[src/rtl/core/robcd_pkg.sv]
// robcd_pkg: shared types, codes and default sizes for the reorder buffer.
// No dependencies; every other file of the block imports it.
package robcd_pkg;

    // Default sizes handed down from the top level
    localparam int ROB_DEPTH_DEF  = 16;
    localparam int REG_COUNT_DEF  = 32;
    localparam int VALUE_BITS_DEF = 32;

    // Fixed field widths of the transactions
    localparam int MODE_W   = 3;
    localparam int REG_W    = 5;
    localparam int IDX_W    = 4;
    localparam int DATA_W   = 32;
    localparam int STATUS_W = 2;
    localparam int CFG_W    = 5;

    localparam logic [CFG_W-1:0] CFG_RESET = 5'd16;

    typedef enum logic [MODE_W-1:0] {
        MODE_ALLOC  = 3'd0,
        MODE_WBACK  = 3'd1,
        MODE_MARK   = 3'd2,
        MODE_COMMIT = 3'd3,
        MODE_FLUSH  = 3'd4,
        MODE_TICK   = 3'd5,
        MODE_READ   = 3'd6,
        MODE_NOP    = 3'd7
    } t_mode;

    typedef enum logic [STATUS_W-1:0] {
        ST_OK      = 2'd0,
        ST_FULL    = 2'd1,
        ST_REFUSED = 2'd2
    } t_status;

    typedef struct packed {
        logic [MODE_W-1:0]        mode;
        logic [REG_W-1:0]         dest_reg;
        logic [IDX_W-1:0]         entry_index;
        logic signed [DATA_W-1:0] write_value;
    } t_item;

    typedef struct packed {
        logic [STATUS_W-1:0]      status;
        logic [IDX_W-1:0]         out_index;
        logic [REG_W-1:0]         out_reg;
        logic signed [DATA_W-1:0] out_value;
        logic                     head_exception;
        logic                     entry_ready;
        logic                     head_ready;
        logic                     is_empty;
        logic                     is_full;
    } t_result;

endpackage

[src/rtl/core/robcd_in_if.sv]
// robcd_in_if: input channel of the reorder buffer (valid, ready, operation payload).
// Depends on robcd_pkg for field widths.
interface robcd_in_if;
    import robcd_pkg::*;

    logic                     valid;
    logic                     ready;
    logic [MODE_W-1:0]        mode;
    logic [REG_W-1:0]         dest_reg;
    logic [IDX_W-1:0]         entry_index;
    logic signed [DATA_W-1:0] write_value;

    modport source (output valid, output mode, output dest_reg, output entry_index,
                    output write_value, input ready);
    modport sink   (input valid, input mode, input dest_reg, input entry_index,
                    input write_value, output ready);
endinterface

[src/rtl/core/robcd_out_if.sv]
// robcd_out_if: result channel of the reorder buffer (valid, ready, result payload).
// Depends on robcd_pkg for field widths.
interface robcd_out_if;
    import robcd_pkg::*;

    logic                     valid;
    logic                     ready;
    logic [STATUS_W-1:0]      status;
    logic [IDX_W-1:0]         out_index;
    logic [REG_W-1:0]         out_reg;
    logic signed [DATA_W-1:0] out_value;
    logic                     head_exception;
    logic                     entry_ready;
    logic                     head_ready;
    logic                     is_empty;
    logic                     is_full;

    modport source (output valid, output status, output out_index, output out_reg,
                    output out_value, output head_exception, output entry_ready,
                    output head_ready, output is_empty, output is_full, input ready);
    modport sink   (input valid, input status, input out_index, input out_reg,
                    input out_value, input head_exception, input entry_ready,
                    input head_ready, input is_empty, input is_full, output ready);
endinterface

[src/rtl/core/robcd_value_mem.sv]
// robcd_value_mem: result value store, one write port and two registered read ports.
// Depends on robcd_pkg; the write port bypasses into a read of the same entry.
module robcd_value_mem #(
    parameter int ROB_DEPTH  = robcd_pkg::ROB_DEPTH_DEF,
    parameter int VALUE_BITS = robcd_pkg::VALUE_BITS_DEF
) (
    input  logic                         i_clk,
    input  logic                         i_wr_en,
    input  logic [$clog2(ROB_DEPTH)-1:0] i_wr_addr,
    input  logic [VALUE_BITS-1:0]        i_wr_data,
    input  logic                         i_rd_en,
    input  logic [$clog2(ROB_DEPTH)-1:0] i_rd_addr_a,
    input  logic [$clog2(ROB_DEPTH)-1:0] i_rd_addr_b,
    output logic [VALUE_BITS-1:0]        o_rd_data_a,
    output logic [VALUE_BITS-1:0]        o_rd_data_b
);
    import robcd_pkg::*;

    logic [VALUE_BITS-1:0] r_mem [ROB_DEPTH];
    logic [VALUE_BITS-1:0] r_rd_a;
    logic [VALUE_BITS-1:0] r_rd_b;

    always_ff @(posedge i_clk) begin
        if (i_wr_en) begin
            r_mem[i_wr_addr] <= i_wr_data;
        end
    end

    // Forward a same-cycle write so the read sees the updated entry
    always_ff @(posedge i_clk) begin
        if (i_rd_en) begin
            r_rd_a <= (i_wr_en && (i_wr_addr == i_rd_addr_a)) ? i_wr_data : r_mem[i_rd_addr_a];
            r_rd_b <= (i_wr_en && (i_wr_addr == i_rd_addr_b)) ? i_wr_data : r_mem[i_rd_addr_b];
        end
    end

    assign o_rd_data_a = r_rd_a;
    assign o_rd_data_b = r_rd_b;
endmodule

[src/rtl/core/robcd_ctrl.sv]
// robcd_ctrl: entry flags, register store, pointers and occupancy; forms each result.
// Depends on robcd_pkg; value reads arrive registered from robcd_value_mem.
module robcd_ctrl #(
    parameter int ROB_DEPTH  = robcd_pkg::ROB_DEPTH_DEF,
    parameter int REG_COUNT  = robcd_pkg::REG_COUNT_DEF,
    parameter int VALUE_BITS = robcd_pkg::VALUE_BITS_DEF
) (
    input  logic                           i_clk,
    input  logic                           i_rst_n,
    input  logic                           i_fire,
    input  robcd_pkg::t_item               i_item,
    input  logic [$clog2(ROB_DEPTH+1)-1:0] i_used,
    input  logic [VALUE_BITS-1:0]          i_head_data,
    input  logic [VALUE_BITS-1:0]          i_idx_data,
    output robcd_pkg::t_result             o_result,
    output logic [$clog2(ROB_DEPTH)-1:0]   o_head_next,
    output logic                           o_wr_en,
    output logic [$clog2(ROB_DEPTH)-1:0]   o_wr_addr,
    output logic [VALUE_BITS-1:0]          o_wr_data
);
    import robcd_pkg::*;

    localparam int PW = $clog2(ROB_DEPTH);
    localparam int CW = $clog2(ROB_DEPTH+1);
    localparam int RB = $clog2(REG_COUNT);

    logic [ROB_DEPTH-1:0] r_valid, n_valid;
    logic [ROB_DEPTH-1:0] r_done,  n_done;
    logic [ROB_DEPTH-1:0] r_aged,  n_aged;
    logic [ROB_DEPTH-1:0] r_fault, n_fault;
    logic [RB-1:0]        r_reg [ROB_DEPTH];
    logic [PW-1:0]        r_head, n_head;
    logic [PW-1:0]        r_tail, n_tail;
    logic [CW-1:0]        r_occ,  n_occ;

    logic          reg_we;
    logic [RB-1:0] reg_wdata;
    logic          wb_en;
    logic          idx_ok;
    logic [PW-1:0] iaddr;
    logic          hexc;
    logic          hrdy;
    t_result       res;

    function automatic logic [PW-1:0] adv(input logic [PW-1:0] p, input logic [CW-1:0] used);
        logic [31:0] nxt;
        nxt = 32'(p) + 32'd1;
        return (nxt >= 32'(used)) ? '0 : PW'(nxt);
    endfunction

    assign idx_ok    = 32'(i_item.entry_index) < 32'(ROB_DEPTH);
    assign iaddr     = PW'(i_item.entry_index);
    assign reg_wdata = (32'(i_item.dest_reg) >= 32'(REG_COUNT)) ? RB'(REG_COUNT - 1)
                                                                : RB'(i_item.dest_reg);

    always_comb begin
        n_valid = r_valid;
        n_done  = r_done;
        n_aged  = r_aged;
        n_fault = r_fault;
        n_head  = r_head;
        n_tail  = r_tail;
        n_occ   = r_occ;
        reg_we  = 1'b0;
        wb_en   = 1'b0;
        res     = '0;
        hexc    = (r_occ != '0) && r_fault[r_head];
        hrdy    = (r_occ != '0) && r_done[r_head] && r_aged[r_head];
        res.status         = ST_OK;
        res.head_exception = hexc;
        res.head_ready     = hrdy;

        case (t_mode'(i_item.mode))
            MODE_ALLOC: begin
                if (r_occ >= i_used) begin
                    res.status = ST_FULL;
                end else begin
                    n_valid[r_tail] = 1'b1;
                    n_done[r_tail]  = 1'b0;
                    n_aged[r_tail]  = 1'b0;
                    n_fault[r_tail] = 1'b0;
                    reg_we          = 1'b1;
                    res.out_index   = IDX_W'(r_tail);
                    n_tail          = adv(r_tail, i_used);
                    n_occ           = r_occ + CW'(1);
                end
            end
            MODE_WBACK: begin
                if (idx_ok) begin
                    wb_en         = 1'b1;
                    n_done[iaddr] = 1'b1;
                end
            end
            MODE_MARK: begin
                if (idx_ok) begin
                    n_fault[iaddr] = 1'b1;
                end
            end
            MODE_COMMIT: begin
                if (!hrdy) begin
                    res.status = ST_REFUSED;
                end else begin
                    res.out_index   = IDX_W'(r_head);
                    res.out_reg     = REG_W'(r_reg[r_head]);
                    res.out_value   = DATA_W'(i_head_data);
                    n_valid[r_head] = 1'b0;
                    n_done[r_head]  = 1'b0;
                    n_aged[r_head]  = 1'b0;
                    n_fault[r_head] = 1'b0;
                    n_head          = adv(r_head, i_used);
                    n_occ           = r_occ - CW'(1);
                end
            end
            MODE_FLUSH: begin
                n_valid = '0;
                n_done  = '0;
                n_aged  = '0;
                n_fault = '0;
                n_head  = '0;
                n_tail  = '0;
                n_occ   = '0;
            end
            MODE_TICK: begin
                n_aged = r_aged | (r_valid & r_done);
            end
            MODE_READ: begin
                if (idx_ok) begin
                    res.out_value   = DATA_W'(i_idx_data);
                    res.entry_ready = r_done[iaddr];
                end
            end
            default: begin
            end
        endcase

        res.is_empty = (n_occ == '0);
        res.is_full  = (n_occ >= i_used);
    end

    always_ff @(posedge i_clk) begin
        if (!i_rst_n) begin
            r_valid <= '0;
            r_done  <= '0;
            r_aged  <= '0;
            r_fault <= '0;
            r_head  <= '0;
            r_tail  <= '0;
            r_occ   <= '0;
        end else if (i_fire) begin
            r_valid <= n_valid;
            r_done  <= n_done;
            r_aged  <= n_aged;
            r_fault <= n_fault;
            r_head  <= n_head;
            r_tail  <= n_tail;
            r_occ   <= n_occ;
        end
    end

    always_ff @(posedge i_clk) begin
        if (i_fire && reg_we) begin
            r_reg[r_tail] <= reg_wdata;
        end
    end

    assign o_result    = res;
    assign o_head_next = i_fire ? n_head : r_head;
    assign o_wr_en     = i_fire && wb_en;
    assign o_wr_addr   = iaddr;
    assign o_wr_data   = VALUE_BITS'(i_item.write_value);
endmodule

[src/rtl/core/reorder_buffer_with_commit_delay.sv]
// Reorder buffer with commit delay: top level, input stage, result register, config.
// Depends on robcd_pkg, robcd_in_if, robcd_out_if, robcd_value_mem and robcd_ctrl.
// A transaction passes the input register, then the result register, before its result is valid.
// Throughput: one transaction per cycle unless o_out.ready stalls; single state stage in robcd_ctrl.
// Reset (synchronous, active low): clears flags, pointers, occupancy, valids; entries_in_use
// returns to 16. The register and value stores are not cleared.
module reorder_buffer_with_commit_delay #(
    parameter int ROB_DEPTH  = robcd_pkg::ROB_DEPTH_DEF,
    parameter int REG_COUNT  = robcd_pkg::REG_COUNT_DEF,
    parameter int VALUE_BITS = robcd_pkg::VALUE_BITS_DEF
) (
    input  logic                          i_clk,
    input  logic                          i_rst_n,
    input  logic                          i_cfg_wr_en,
    input  logic [robcd_pkg::CFG_W-1:0]   i_cfg_wr_data,
    robcd_in_if.sink                      i_in,
    robcd_out_if.source                   o_out
);
    import robcd_pkg::*;

    localparam int PW = $clog2(ROB_DEPTH);
    localparam int CW = $clog2(ROB_DEPTH+1);

    // Configuration: entries_in_use, clamped into 1..ROB_DEPTH for use
    logic [CFG_W-1:0] r_cfg;
    logic [CW-1:0]    used;

    // Input stage and result register
    logic    r_in_valid;
    t_item   r_in;
    logic    r_out_valid;
    t_result r_out;

    logic    fire;
    logic    accept;
    t_result result;

    logic                  wr_en;
    logic [PW-1:0]         wr_addr;
    logic [VALUE_BITS-1:0] wr_data;
    logic [PW-1:0]         head_next;
    logic [VALUE_BITS-1:0] head_data;
    logic [VALUE_BITS-1:0] idx_data;

    always_comb begin
        if (r_cfg == '0) begin
            used = CW'(1);
        end else if (32'(r_cfg) > 32'(ROB_DEPTH)) begin
            used = CW'(ROB_DEPTH);
        end else begin
            used = CW'(r_cfg);
        end
    end

    always_ff @(posedge i_clk) begin
        if (!i_rst_n) begin
            r_cfg <= CFG_RESET;
        end else if (i_cfg_wr_en) begin
            r_cfg <= i_cfg_wr_data;
        end
    end

    // Advance the stored transaction when the result register is free or being drained
    assign fire       = r_in_valid && (!r_out_valid || o_out.ready);
    assign i_in.ready = !r_in_valid || fire;
    assign accept     = i_in.valid && i_in.ready;

    always_ff @(posedge i_clk) begin
        if (!i_rst_n) begin
            r_in_valid <= 1'b0;
        end else if (accept) begin
            r_in_valid <= 1'b1;
        end else if (fire) begin
            r_in_valid <= 1'b0;
        end
    end

    always_ff @(posedge i_clk) begin
        if (accept) begin
            r_in.mode        <= i_in.mode;
            r_in.dest_reg    <= i_in.dest_reg;
            r_in.entry_index <= i_in.entry_index;
            r_in.write_value <= i_in.write_value;
        end
    end

    // Value reads launch with the accept: the head read uses the head as it will stand
    // after the transaction now in the stage, the indexed read uses the incoming index.
    robcd_value_mem #(
        .ROB_DEPTH  (ROB_DEPTH),
        .VALUE_BITS (VALUE_BITS)
    ) u_value_mem (
        .i_clk       (i_clk),
        .i_wr_en     (wr_en),
        .i_wr_addr   (wr_addr),
        .i_wr_data   (wr_data),
        .i_rd_en     (accept),
        .i_rd_addr_a (head_next),
        .i_rd_addr_b (PW'(i_in.entry_index)),
        .o_rd_data_a (head_data),
        .o_rd_data_b (idx_data)
    );

    robcd_ctrl #(
        .ROB_DEPTH  (ROB_DEPTH),
        .REG_COUNT  (REG_COUNT),
        .VALUE_BITS (VALUE_BITS)
    ) u_ctrl (
        .i_clk       (i_clk),
        .i_rst_n     (i_rst_n),
        .i_fire      (fire),
        .i_item      (r_in),
        .i_used      (used),
        .i_head_data (head_data),
        .i_idx_data  (idx_data),
        .o_result    (result),
        .o_head_next (head_next),
        .o_wr_en     (wr_en),
        .o_wr_addr   (wr_addr),
        .o_wr_data   (wr_data)
    );

    // Hold the result until taken; load a new one whenever the stage fires
    always_ff @(posedge i_clk) begin
        if (!i_rst_n) begin
            r_out_valid <= 1'b0;
        end else if (fire) begin
            r_out_valid <= 1'b1;
        end else if (o_out.ready) begin
            r_out_valid <= 1'b0;
        end
    end

    always_ff @(posedge i_clk) begin
        if (fire) begin
            r_out <= result;
        end
    end

    assign o_out.valid          = r_out_valid;
    assign o_out.status         = r_out.status;
    assign o_out.out_index      = r_out.out_index;
    assign o_out.out_reg        = r_out.out_reg;
    assign o_out.out_value      = r_out.out_value;
    assign o_out.head_exception = r_out.head_exception;
    assign o_out.entry_ready    = r_out.entry_ready;
    assign o_out.head_ready     = r_out.head_ready;
    assign o_out.is_empty       = r_out.is_empty;
    assign o_out.is_full        = r_out.is_full;
endmodule

[src/flat_wrapper.sv]
// flat-port wrapper written by rule: the top's interface ports become plain ports
module reorder_buffer_with_commit_delay_flat import robcd_pkg::*;
#(
    parameter int ROB_DEPTH  = robcd_pkg::ROB_DEPTH_DEF,
    parameter int REG_COUNT  = robcd_pkg::REG_COUNT_DEF,
    parameter int VALUE_BITS = robcd_pkg::VALUE_BITS_DEF
)
  (i_clk, i_rst_n, i_cfg_wr_en, i_cfg_wr_data, i_in_valid, i_in_mode, i_in_dest_reg, i_in_entry_index, i_in_write_value, i_in_ready, o_out_valid, o_out_status, o_out_out_index, o_out_out_reg, o_out_out_value, o_out_head_exception, o_out_entry_ready, o_out_head_ready, o_out_is_empty, o_out_is_full, o_out_ready);
  robcd_in_if i_in_i ();
  robcd_out_if o_out_i ();
  input  logic i_clk;
  input  logic i_rst_n;
  input  logic i_cfg_wr_en;
  input  logic [robcd_pkg::CFG_W-1:0] i_cfg_wr_data;
  input wire logic [$bits(i_in_i.valid)-1:0] i_in_valid;
  input wire logic [$bits(i_in_i.mode)-1:0] i_in_mode;
  input wire logic [$bits(i_in_i.dest_reg)-1:0] i_in_dest_reg;
  input wire logic [$bits(i_in_i.entry_index)-1:0] i_in_entry_index;
  input wire logic [$bits(i_in_i.write_value)-1:0] i_in_write_value;
  output wire logic [$bits(i_in_i.ready)-1:0] i_in_ready;
  output wire logic [$bits(o_out_i.valid)-1:0] o_out_valid;
  output wire logic [$bits(o_out_i.status)-1:0] o_out_status;
  output wire logic [$bits(o_out_i.out_index)-1:0] o_out_out_index;
  output wire logic [$bits(o_out_i.out_reg)-1:0] o_out_out_reg;
  output wire logic [$bits(o_out_i.out_value)-1:0] o_out_out_value;
  output wire logic [$bits(o_out_i.head_exception)-1:0] o_out_head_exception;
  output wire logic [$bits(o_out_i.entry_ready)-1:0] o_out_entry_ready;
  output wire logic [$bits(o_out_i.head_ready)-1:0] o_out_head_ready;
  output wire logic [$bits(o_out_i.is_empty)-1:0] o_out_is_empty;
  output wire logic [$bits(o_out_i.is_full)-1:0] o_out_is_full;
  input wire logic [$bits(o_out_i.ready)-1:0] o_out_ready;
  assign i_in_i.valid = i_in_valid;
  assign i_in_i.mode = i_in_mode;
  assign i_in_i.dest_reg = i_in_dest_reg;
  assign i_in_i.entry_index = i_in_entry_index;
  assign i_in_i.write_value = i_in_write_value;
  assign i_in_ready = i_in_i.ready;
  assign o_out_valid = o_out_i.valid;
  assign o_out_status = o_out_i.status;
  assign o_out_out_index = o_out_i.out_index;
  assign o_out_out_reg = o_out_i.out_reg;
  assign o_out_out_value = o_out_i.out_value;
  assign o_out_head_exception = o_out_i.head_exception;
  assign o_out_entry_ready = o_out_i.entry_ready;
  assign o_out_head_ready = o_out_i.head_ready;
  assign o_out_is_empty = o_out_i.is_empty;
  assign o_out_is_full = o_out_i.is_full;
  assign o_out_i.ready = o_out_ready;
  reorder_buffer_with_commit_delay #(.ROB_DEPTH(ROB_DEPTH), .REG_COUNT(REG_COUNT), .VALUE_BITS(VALUE_BITS)) u_core (.i_clk(i_clk), .i_rst_n(i_rst_n), .i_cfg_wr_en(i_cfg_wr_en), .i_cfg_wr_data(i_cfg_wr_data), .i_in(i_in_i), .o_out(o_out_i));
endmodule
[config.mk]
export PLATFORM = sky130hd
export DESIGN_NAME = reorder_buffer_with_commit_delay_flat
export DESIGN_NICKNAME = d
export VERILOG_FILES = /design/src/rtl/core/robcd_pkg.sv /design/src/rtl/core/robcd_in_if.sv /design/src/rtl/core/robcd_out_if.sv /design/src/rtl/core/robcd_value_mem.sv /design/src/rtl/core/robcd_ctrl.sv /design/src/rtl/core/reorder_buffer_with_commit_delay.sv /design/src/flat_wrapper.sv
export SDC_FILE = /design/constraint.sdc
export NUM_CORES = 1
export LEC_CHECK = 0
export BUFFER_PORTS_ARGS = -buffer_cell sky130_fd_sc_hd__clkbuf_2
export CAP_MARGIN = 30
export CELL_PAD_IN_SITES_DETAIL_PLACEMENT = 2
export CELL_PAD_IN_SITES_GLOBAL_PLACEMENT = 2
export CORE_AREA = 2 2 332 334
export CTS_CLUSTER_DIAMETER = 60
export DETAILED_ROUTE_END_ITERATION = 8
export DIE_AREA = 0 0 334 336
export PLACE_DENSITY_LB_ADDON = 0.05
export SYNTH_ARGS = -nofsm -noshare
export SYNTH_HDL_FRONTEND = slang
export SYNTH_SLANG_ARGS = --single-unit
[constraint.sdc]
create_clock -name i_clk -period 5.8 [get_ports i_clk]
set_input_delay 0 -clock i_clk [delete_from_list [all_inputs] [get_ports i_clk]]
set_output_delay 0 -clock i_clk [all_outputs]
set_load 0.03 [all_outputs]
==> reports/results.tsv, run 1 <==
stage	metric	value	unit
logic_synthesis	largest family of logic cells by synthesized area	multiplexers	
critical_path	Worst R2R Start	u_core.u_ctrl.r_head[1]$_SDFF_PN0_	
critical_path	worst path arrival time	5080	ps
critical_path	crit path capture type	flip-flop	
placed_design	IO buf count	103	
timing	period utilization	80.2	%
clocking	CTS tree	yes	
power_and_ir_drop	logic gate share of total power	4.1	%
layout	fillers	10462	
layout	max reg flops	512	
detailed_routing	DR pass1 iterations	5	
detailed_routing	Avg Vias per Cell	5.81	
timing	Worst Tran Pin Value	965	ps
detailed_routing	initial drt markers	1849	
logic_synthesis	Yosys warning total	0	
layout	commonest non-fill, non-tap cell in the layout	edfxtp_1	
placed_design	placed cells	3887	
worst_hold_path	Hold Crit Class	in -> reg	
layout	Area growth syn-to-layout	18.2	%
logic_synthesis	number of synthesized flops with an enable pin	748	
logic_synthesis	Synth Area in Adders	0.960	%
critical_path	CP max stage cell	and3_2	
power_and_ir_drop	Clk pwr share	48.3	%
clocking	total CTS buffers	108	
critical_path	most frequent CP cell	a21oi_1	
detailed_routing	drt wl/cell	31.6	um
critical_path	worst endpoint required time	6230	ps
logic_synthesis	syn avg cell area	15.2	um2
clocking	clock tree buffer depth	3	
clocking	Reg clk slew, reported paths	60	ps
logic_synthesis	multiplexer area fraction after synthesis	16.6	%
power_and_ir_drop	Internal Power	11000	uW
timing	Peak Freq	0.215	GHz
critical_path	Max FO, Critical Path	18	
layout	layout cell share with drive strength beyond 1	22.5	%
clocking	CTS sink cnt	832	
critical_path	delay-heaviest family, CP	simple AND/OR/NAND/NOR gates	
layout	Antenna diodes	0	
die	initial core utilization	34.9	%
critical_path	Critical Path Source	u_core.u_ctrl.r_head[1]$_SDFF_PN0_	
power_and_ir_drop	PwrDens	316	mW/mm2
logic_synthesis	Post-Syn Area	0.0378	mm2
timing	max-slew violation count	0	
grt	first-pass GRT wire length	192000	um
detailed_routing	DRC violations left	0	
logic_synthesis	sequential share of the synthesized area	63.9	%
logic_synthesis	xor/xnor share of the synthesized area	0.278	%
grt	initial antenna violation count	1	
power_and_ir_drop	leakage power	0.0149	uW
logic_synthesis	post-synthesis compound-gate area fraction	8.77	%
status	outcome	finished, final reports clean	
logic_synthesis	ys flop type	edfxtp_1	
critical_path	crit path buf inv count	2	
layout	multi-input logic area	0.0129	mm2
die	Die W	334	um
layout	Final #Nets	2754	
die	# IOs	104	
clocking	Post-CTS Setup Inserts	0	
logic_synthesis	Synth cell types	72	
timing	setup_tns	0	ps
layout	most frequent cells in the layout	edfxtp_1, nand2_1, mux4_2	
clocking	CTS root buffer	clkbuf_16	
detailed_routing	Final ANT Viol Nets	0	
logic_synthesis	Cells after Synth	2484	
grt	largest net degree at the start of global routing	132	
timing	Final Critical Period	4650	ps
critical_path	critical path, cell by cell	inv_2 > mux4_2 > mux2_4 > mux2i_4 > and3_2 > nor3_1 > a21oi_1 > inv_1 > ha_1 > nand2b_1 > a21o_1 > a21oi_1 > and3b_1 > a211o_1	
power_and_ir_drop	worst vdd ir	239	uV
logic_synthesis	post-synthesis simple-gate area fraction	7.22	%
timing	Hold Violations, Final	0	
run	# Max-Cap Violations	0	
die	die area	0.112	mm2
grt	grt total ovfl	0	
detailed_routing	detailed-route via count	24245	
power_and_ir_drop	sequential share of power	47.6	%
power_and_ir_drop	P_sw	3080	uW
die	CORE AREA	0.108	mm2
layout	post-route insts no fill	4173	
detailed_routing	Routed Wire Length	132000	um
critical_path	Max stage delay on crit path	720	ps
power_and_ir_drop	Sw Share	21.8	%
die	Row Count	121	
die	DIE HEIGHT	336	um
critical_path	crit path launch type	flip-flop	
timing	Rel. slew slack	35.4	%
clocking	Skew-Pair Late Insertion Delay	710	ps
timing	Final setup viols	0	
timing	skew final	28.6	ps
clocking	H-tree levels	3	
timing	RSZ-0062 raised after global routing	false	
logic_synthesis	Synth Register Bits	832	
layout	Register Area	0.0241	mm2
grt	overall routing resource usage	23.5	%
placed_design	GP Congestion	0.766	
grt	vias in the first global route	26807	
logic_synthesis	post-synthesis net count	2567	
logic_synthesis	Async S/R FF share, synth	0	%
placed_design	dpl hpwl	74600	um
worst_hold_path	Worst Min Path Start	i_in_mode[0]	
critical_path	critical path type	reg -> reg	
[Yosys cell counts, drive strengths merged (13+ instances only)]
library cell,n,area [um2]
mux2,35,398
mux2i,136,1370
a22oi,17,128
a311oi,64,561
nand2b,14,87.6
ha,29,363
nand2,216,813
nor2,92,353
nor3,58,290
a21oi,49,249
nand3,27,135
o21ai,71,355
edfxtp,748,22500
inv,15,58.8
mux4,199,4480
a211oi,64,480
clkbuf,118,443
a32oi,13,114
a22o,34,298
and2,19,119
o22ai,65,407
nor2b,54,338
and3,68,425
buf,76,375
dfxtp,84,1680
a21o,18,135
a2bb2oi,32,280
[path summary, 6_finish.rpt]
kind / end / slack (ps) / cells past startpoint
worst max-delay path: u_core.o_out.is_full$_DFFE_PP_ / 1150 / 14
worst min register to register: u_core.u_ctrl.r_aged[0]$_SDFFE_PN0P_ / 480 / 2
worst min-delay path: u_core.r_in[41]$_DFFE_PP_ / 50 / 2
worst max register to register: u_core.o_out.is_full$_DFFE_PP_ / 1150 / 14
[power by group through the flow]
stage	clock, uW	sequential (uW)	combinational (uW)
global placement	0	6840	529
CTS	6980	6720	585
floorplan	0	6830	324
global route	7190	6730	618
detailed placement	0	6850	536
finish	6830	6720	575
[area by class of cell]
class	instances	share of cell area, %
Multi-Input combinational cell	1442	29.0
Inverter	16	0.143
Clock inverter	55	1.53
Tap cell	1414	3.96
Clock buffer	143	6.56
Sequential cell	832	54.1
Timing Repair Buffer	271	4.78
[cells by family after synthesis]
family                     after synthesis
DFF                                    832
and+or+nand+nor                        569
AOI/OAI and AO/OA                      462
muxes                                  370
buffers and inverters                  210
adders and majority gates               29
xor gates and xnor gates                12
[repair_timing]
item                      4_1_cts  5_1_grt
resized for setup               0        0
hold endpoints to repair       50        0
hold buffers                   88        0
[metrics by stage]
stage	total power [uW]	instance area (um2)	worst slack [ps]	util, %	hold slack, ps
CTS	14300	44700	1040	41.2	8.04
finish	14100	44700	1150	41.2	53.4
global route	14500	44700	789	41.2	40.1
global placement	7370	40100	1100	37.0	177
floorplan	7150	37800	1490	-	98.9
detailed placement	7380	40200	1060	37.1	179
[routing by layer]
layer	vias up	GRT usage (%)	wire, um
met5	-	0	0
met4	0	6.52	3420
met3	202	2.76	4530
met2	576	40.6	65500
met1	13091	31.3	58200
li1	10376	-	-
No activity file was read; power rests on OpenSTA's default activity.
==> run 2: changes to the inputs <==
Clock period 5.8 ns to 4.74 ns, I/O delays scaled along.
==> run 2 against run 1 <==
Compared with the run above:
- sequential power rose by 22%
- via count rose by 0.50%
- count of clock-buffer cells in the layout shrank 10
- first-iteration DRC count fell by 2.3%
- sequential share of layout area shrank 0.16 points
- die area unchanged
- clock skew about the same
- total power is 19% higher
- maximum frequency grew 11%
- critical path depth decreased by 2
- critical endpoint is now u_core.u_value_mem.o_rd_data_a[26]$_DFFE_PP_
==> reports/results.tsv, run 2 (same netlist as run 1, synthesis figures left out) <==
stage	metric	value	unit	change
timing	Final Critical Period	4180	ps	was 4650 ps
worst_hold_path	Worst Hold Depth	2		unchanged
timing	max-slew violation count	0		unchanged
power_and_ir_drop	logic gate share of total power	4.3	%	was 4.1%
critical_path	Reg2Reg Setup Slack	560	ps	was 1150 ps
critical_path	critical path, cell by cell	ha_1 > and3_1 > ha_1 > a21o_1 > nor4_1 > nand4_1 > and2_4 > xnor2_1 > nor4_4 > inv_2 > buf_4 > a2bb2oi_1		was inv_2 > mux4_2 > mux2_4 > mux2i_4 > and3_2 > nor3_1 > a21oi_1 > inv_1 > ha_1 > nand2b_1 > a21o_1 > a21oi_1 > and3b_1 > a211o_1
detailed_routing	DRT met1 WL	60000	um	was 58200 um
grt	largest net degree at the start of global routing	73		was 132
worst_hold_path	Worst Min Path Start	i_in_write_value[27]		was i_in_mode[0]
critical_path	worst path arrival time	4610	ps	was 5080 ps
layout	post-layout util	41.3	%	was 41.2%
power_and_ir_drop	PwrDens	375	mW/mm2	was 316 mW/mm2
layout	max reg flops	512		unchanged
layout	Final #Nets	2778		was 2754
run	# Max-Cap Violations	0		unchanged
layout	most frequent cells in the layout	edfxtp_1, nand2_1, mux4_2		unchanged
clocking	CTS sink cnt	832		unchanged
die	DIE HEIGHT	336	um	unchanged
detailed_routing	DR pass1 iterations	5		unchanged
layout	Area growth syn-to-layout	18.5	%	was 18.2%
power_and_ir_drop	Clk pwr share	46.7	%	was 48.3%
power_and_ir_drop	Internal Power	13000	uW	was 11000 uW
clocking	CTS tree	yes		unchanged
clocking	CTS root buffer	clkbuf_16		unchanged
critical_path	Max stage delay on crit path	410	ps	was 720 ps
worst_hold_path	Hold Crit Class	in -> reg		unchanged
detailed_routing	drt wl/cell	31.7	um	was 31.6 um
timing	Worst Tran Pin Value	982	ps	was 965 ps
critical_path	crit path launch type	flip-flop		unchanged
status	outcome	finished, final reports clean		unchanged
timing	hold slack	36.7	ps	was 53.4 ps
die	CORE AREA	0.108	mm2	unchanged
detailed_routing	metal3 WL	4690	um	was 4530 um
critical_path	worst endpoint required time	5170	ps	was 6230 ps
timing	setup_tns	0	ps	unchanged
layout	commonest non-fill, non-tap cell in the layout	edfxtp_1		unchanged
critical_path	delay-heaviest family, CP	simple AND/OR/NAND/NOR gates		unchanged
power_and_ir_drop	sequential share of power	49.0	%	was 47.6%
critical_path	Max FO, Critical Path	17		was 18
power_and_ir_drop	Sw Share	22.6	%	was 21.8%
clocking	H-tree levels	3		unchanged
clocking	total CTS buffers	109		was 108
timing	period utilization	88.2	%	was 80.2%
grt	vias in the first global route	26601		was 26807
critical_path	Critical Path Source	u_core.u_ctrl.r_head[1]$_SDFF_PN0_		unchanged
detailed_routing	Routed Wire Length	133000	um	was 132000 um
critical_path	Worst R2R Start	u_core.u_ctrl.r_head[1]$_SDFF_PN0_		unchanged
timing	RSZ-0062 raised after global routing	false		unchanged
layout	fillers	10465		was 10462
timing	Hold Violations, Final	0		unchanged
die	die area	0.112	mm2	unchanged
clocking	clock tree buffer depth	3		unchanged
detailed_routing	DRC violations left	0		unchanged
critical_path	crit path capture type	flip-flop		unchanged
detailed_routing	Top Metal Used	met4		unchanged
power_and_ir_drop	P_sw	3790	uW	was 3080 uW
detailed_routing	Avg Vias per Cell	5.81		about the same
layout	layout cell share with drive strength beyond 1	23.0	%	was 22.5%
critical_path	most frequent CP cell	ha_1		was a21oi_1
grt	overall routing resource usage	23.8	%	was 23.5%
placed_design	GP Congestion	0.778		was 0.766
layout	multi-input logic area	0.0129	mm2	about the same
timing	Peak Freq	0.239	GHz	was 0.215 GHz
die	# IOs	104		unchanged
critical_path	CP max stage cell	nor4_4		was and3_2
clocking	Reg clk slew, reported paths	60	ps	about the same
detailed_routing	initial drt markers	1806		was 1849
die	initial core utilization	34.9	%	unchanged
timing	Rel. slew slack	34.5	%	was 35.4%
grt	grt total ovfl	0		unchanged
critical_path	crit path buf inv count	2		unchanged
layout	Register Area	0.0241	mm2	unchanged
critical_path	critical path type	reg -> reg		unchanged
detailed_routing	Final ANT Viol Nets	0		unchanged
power_and_ir_drop	worst vdd ir	268	uV	was 239 uV
critical_path	Critical R2R Capture	u_core.u_value_mem.o_rd_data_a[26]$_DFFE_PP_		was u_core.o_out.is_full$_DFFE_PP_
power_and_ir_drop	leakage power	0.0150	uW	was 0.0149 uW
placed_design	dpl hpwl	76700	um	was 74600 um
worst_hold_path	WHS Endpoint	u_core.r_in[27]$_DFFE_PP_		was u_core.r_in[41]$_DFFE_PP_
detailed_routing	detailed-route via count	24366		was 24245
clocking	PostCTS Resize Cnt	0		unchanged
clocking	Skew-Pair Late Insertion Delay	700	ps	was 710 ps
timing	skew final	28.8	ps	was 28.6 ps
timing	Final setup viols	0		unchanged
grt	initial antenna violation count	6		was 1
die	Row Count	121		unchanged
detailed_routing	DR WL met2	65200	um	was 65500 um
die	Die W	334	um	unchanged
critical_path	R2R depth	12		was 14
grt	first-pass GRT wire length	193000	um	was 192000 um
placed_design	IO buf count	103		unchanged
[run 2: changes by cell type in the layout (fill, tap and decap cells not counted), sizes merged, moves of 3 or more]
cell,previous run,this run
clkbuf,243,233
buf,83,104
bufinv,14,6
clkinvlp,5,8
clkinv,31,45
[run 2: metrics by stage]
step / instance area (um2) / instances / total power [uW] / setup WS, ps
floorplan: 37800 / 2484 / 8750 / 434
global placement: 40500 / 3905 / 9030 / 645
detailed placement: 40500 / 3908 / 9050 / 566
CTS: 44800 / 4193 / 17000 / 530
global route: 44800 / 4193 / 17300 / 275
finish: 44800 / 4195 / 16800 / 559
[run 2: power by group through the flow]
stage	clock, uW	combinational (uW)	sequential [uW]
2_1_floorplan	0	397	8360
3_3_place_gp	0	658	8370
3_5_place_dp	0	668	8380
4_1_cts	8020	730	8230
5_1_grt	8290	770	8240
6_report	7830	717	8230
[run 2: repair_timing]
action	CTS	global route
endpoints found under the hold margin	52	0
setup endpoints to repair	0	0
hold buffers	90	0
buffers inserted	0	0
[run 2: how the worst max path moves through the flow]
stage | end | slack [ps] | depth (start not counted)
final | u_core.u_value_mem.o_rd_data_a[26]$_DFFE_PP_ | 560 | 12
after global routing | u_core.u_value_mem.o_rd_data_a[20]$_DFFE_PP_ | 280 | 13
after CTS | u_core.u_value_mem.o_rd_data_a[26]$_DFFE_PP_ | 530 | 12
after detailed placement | u_core.u_value_mem.o_rd_data_a[26]$_DFFE_PP_ | 570 | 12
after global placement | u_core.o_out.is_full$_DFFE_PP_ | 640 | 15
after floorplan | u_core.u_value_mem.r_mem[14][0]$_DFFE_PP_ | 430 | 7
[run 2: layout make-up]
cell class,count,area share (%)
Clock buffer,133,6.34
Timing Repair Buffer,294,5.63
Tap cell,1414,3.95
Clock inverter,62,1.17
Inverter,16,0.142
Sequential cell,832,53.9
Antenna cell,2,0.0112
Multi-Input combinational cell,1442,28.9
[run 2: routing by layer]
layer / global-route usage (%) / vias to the layer above
met2: 40.1 / 504
met3: 3.00 / 178
met1: 32.5 / 13246
met4: 6.11 / 0
li1: - / 10438
met5: 0 / -
[run 2: worst reg2reg max path: stages, from the launching register on]
cell and delay, ps:
dfxtp_1 380, ha_1 370, and3_1 250, ha_1 260, a21o_1 190, nor4_1 380, nand4_1 350, and2_4 290
xnor2_1 160, nor4_4 410, inv_2 400, buf_4 330, a2bb2oi_1 150
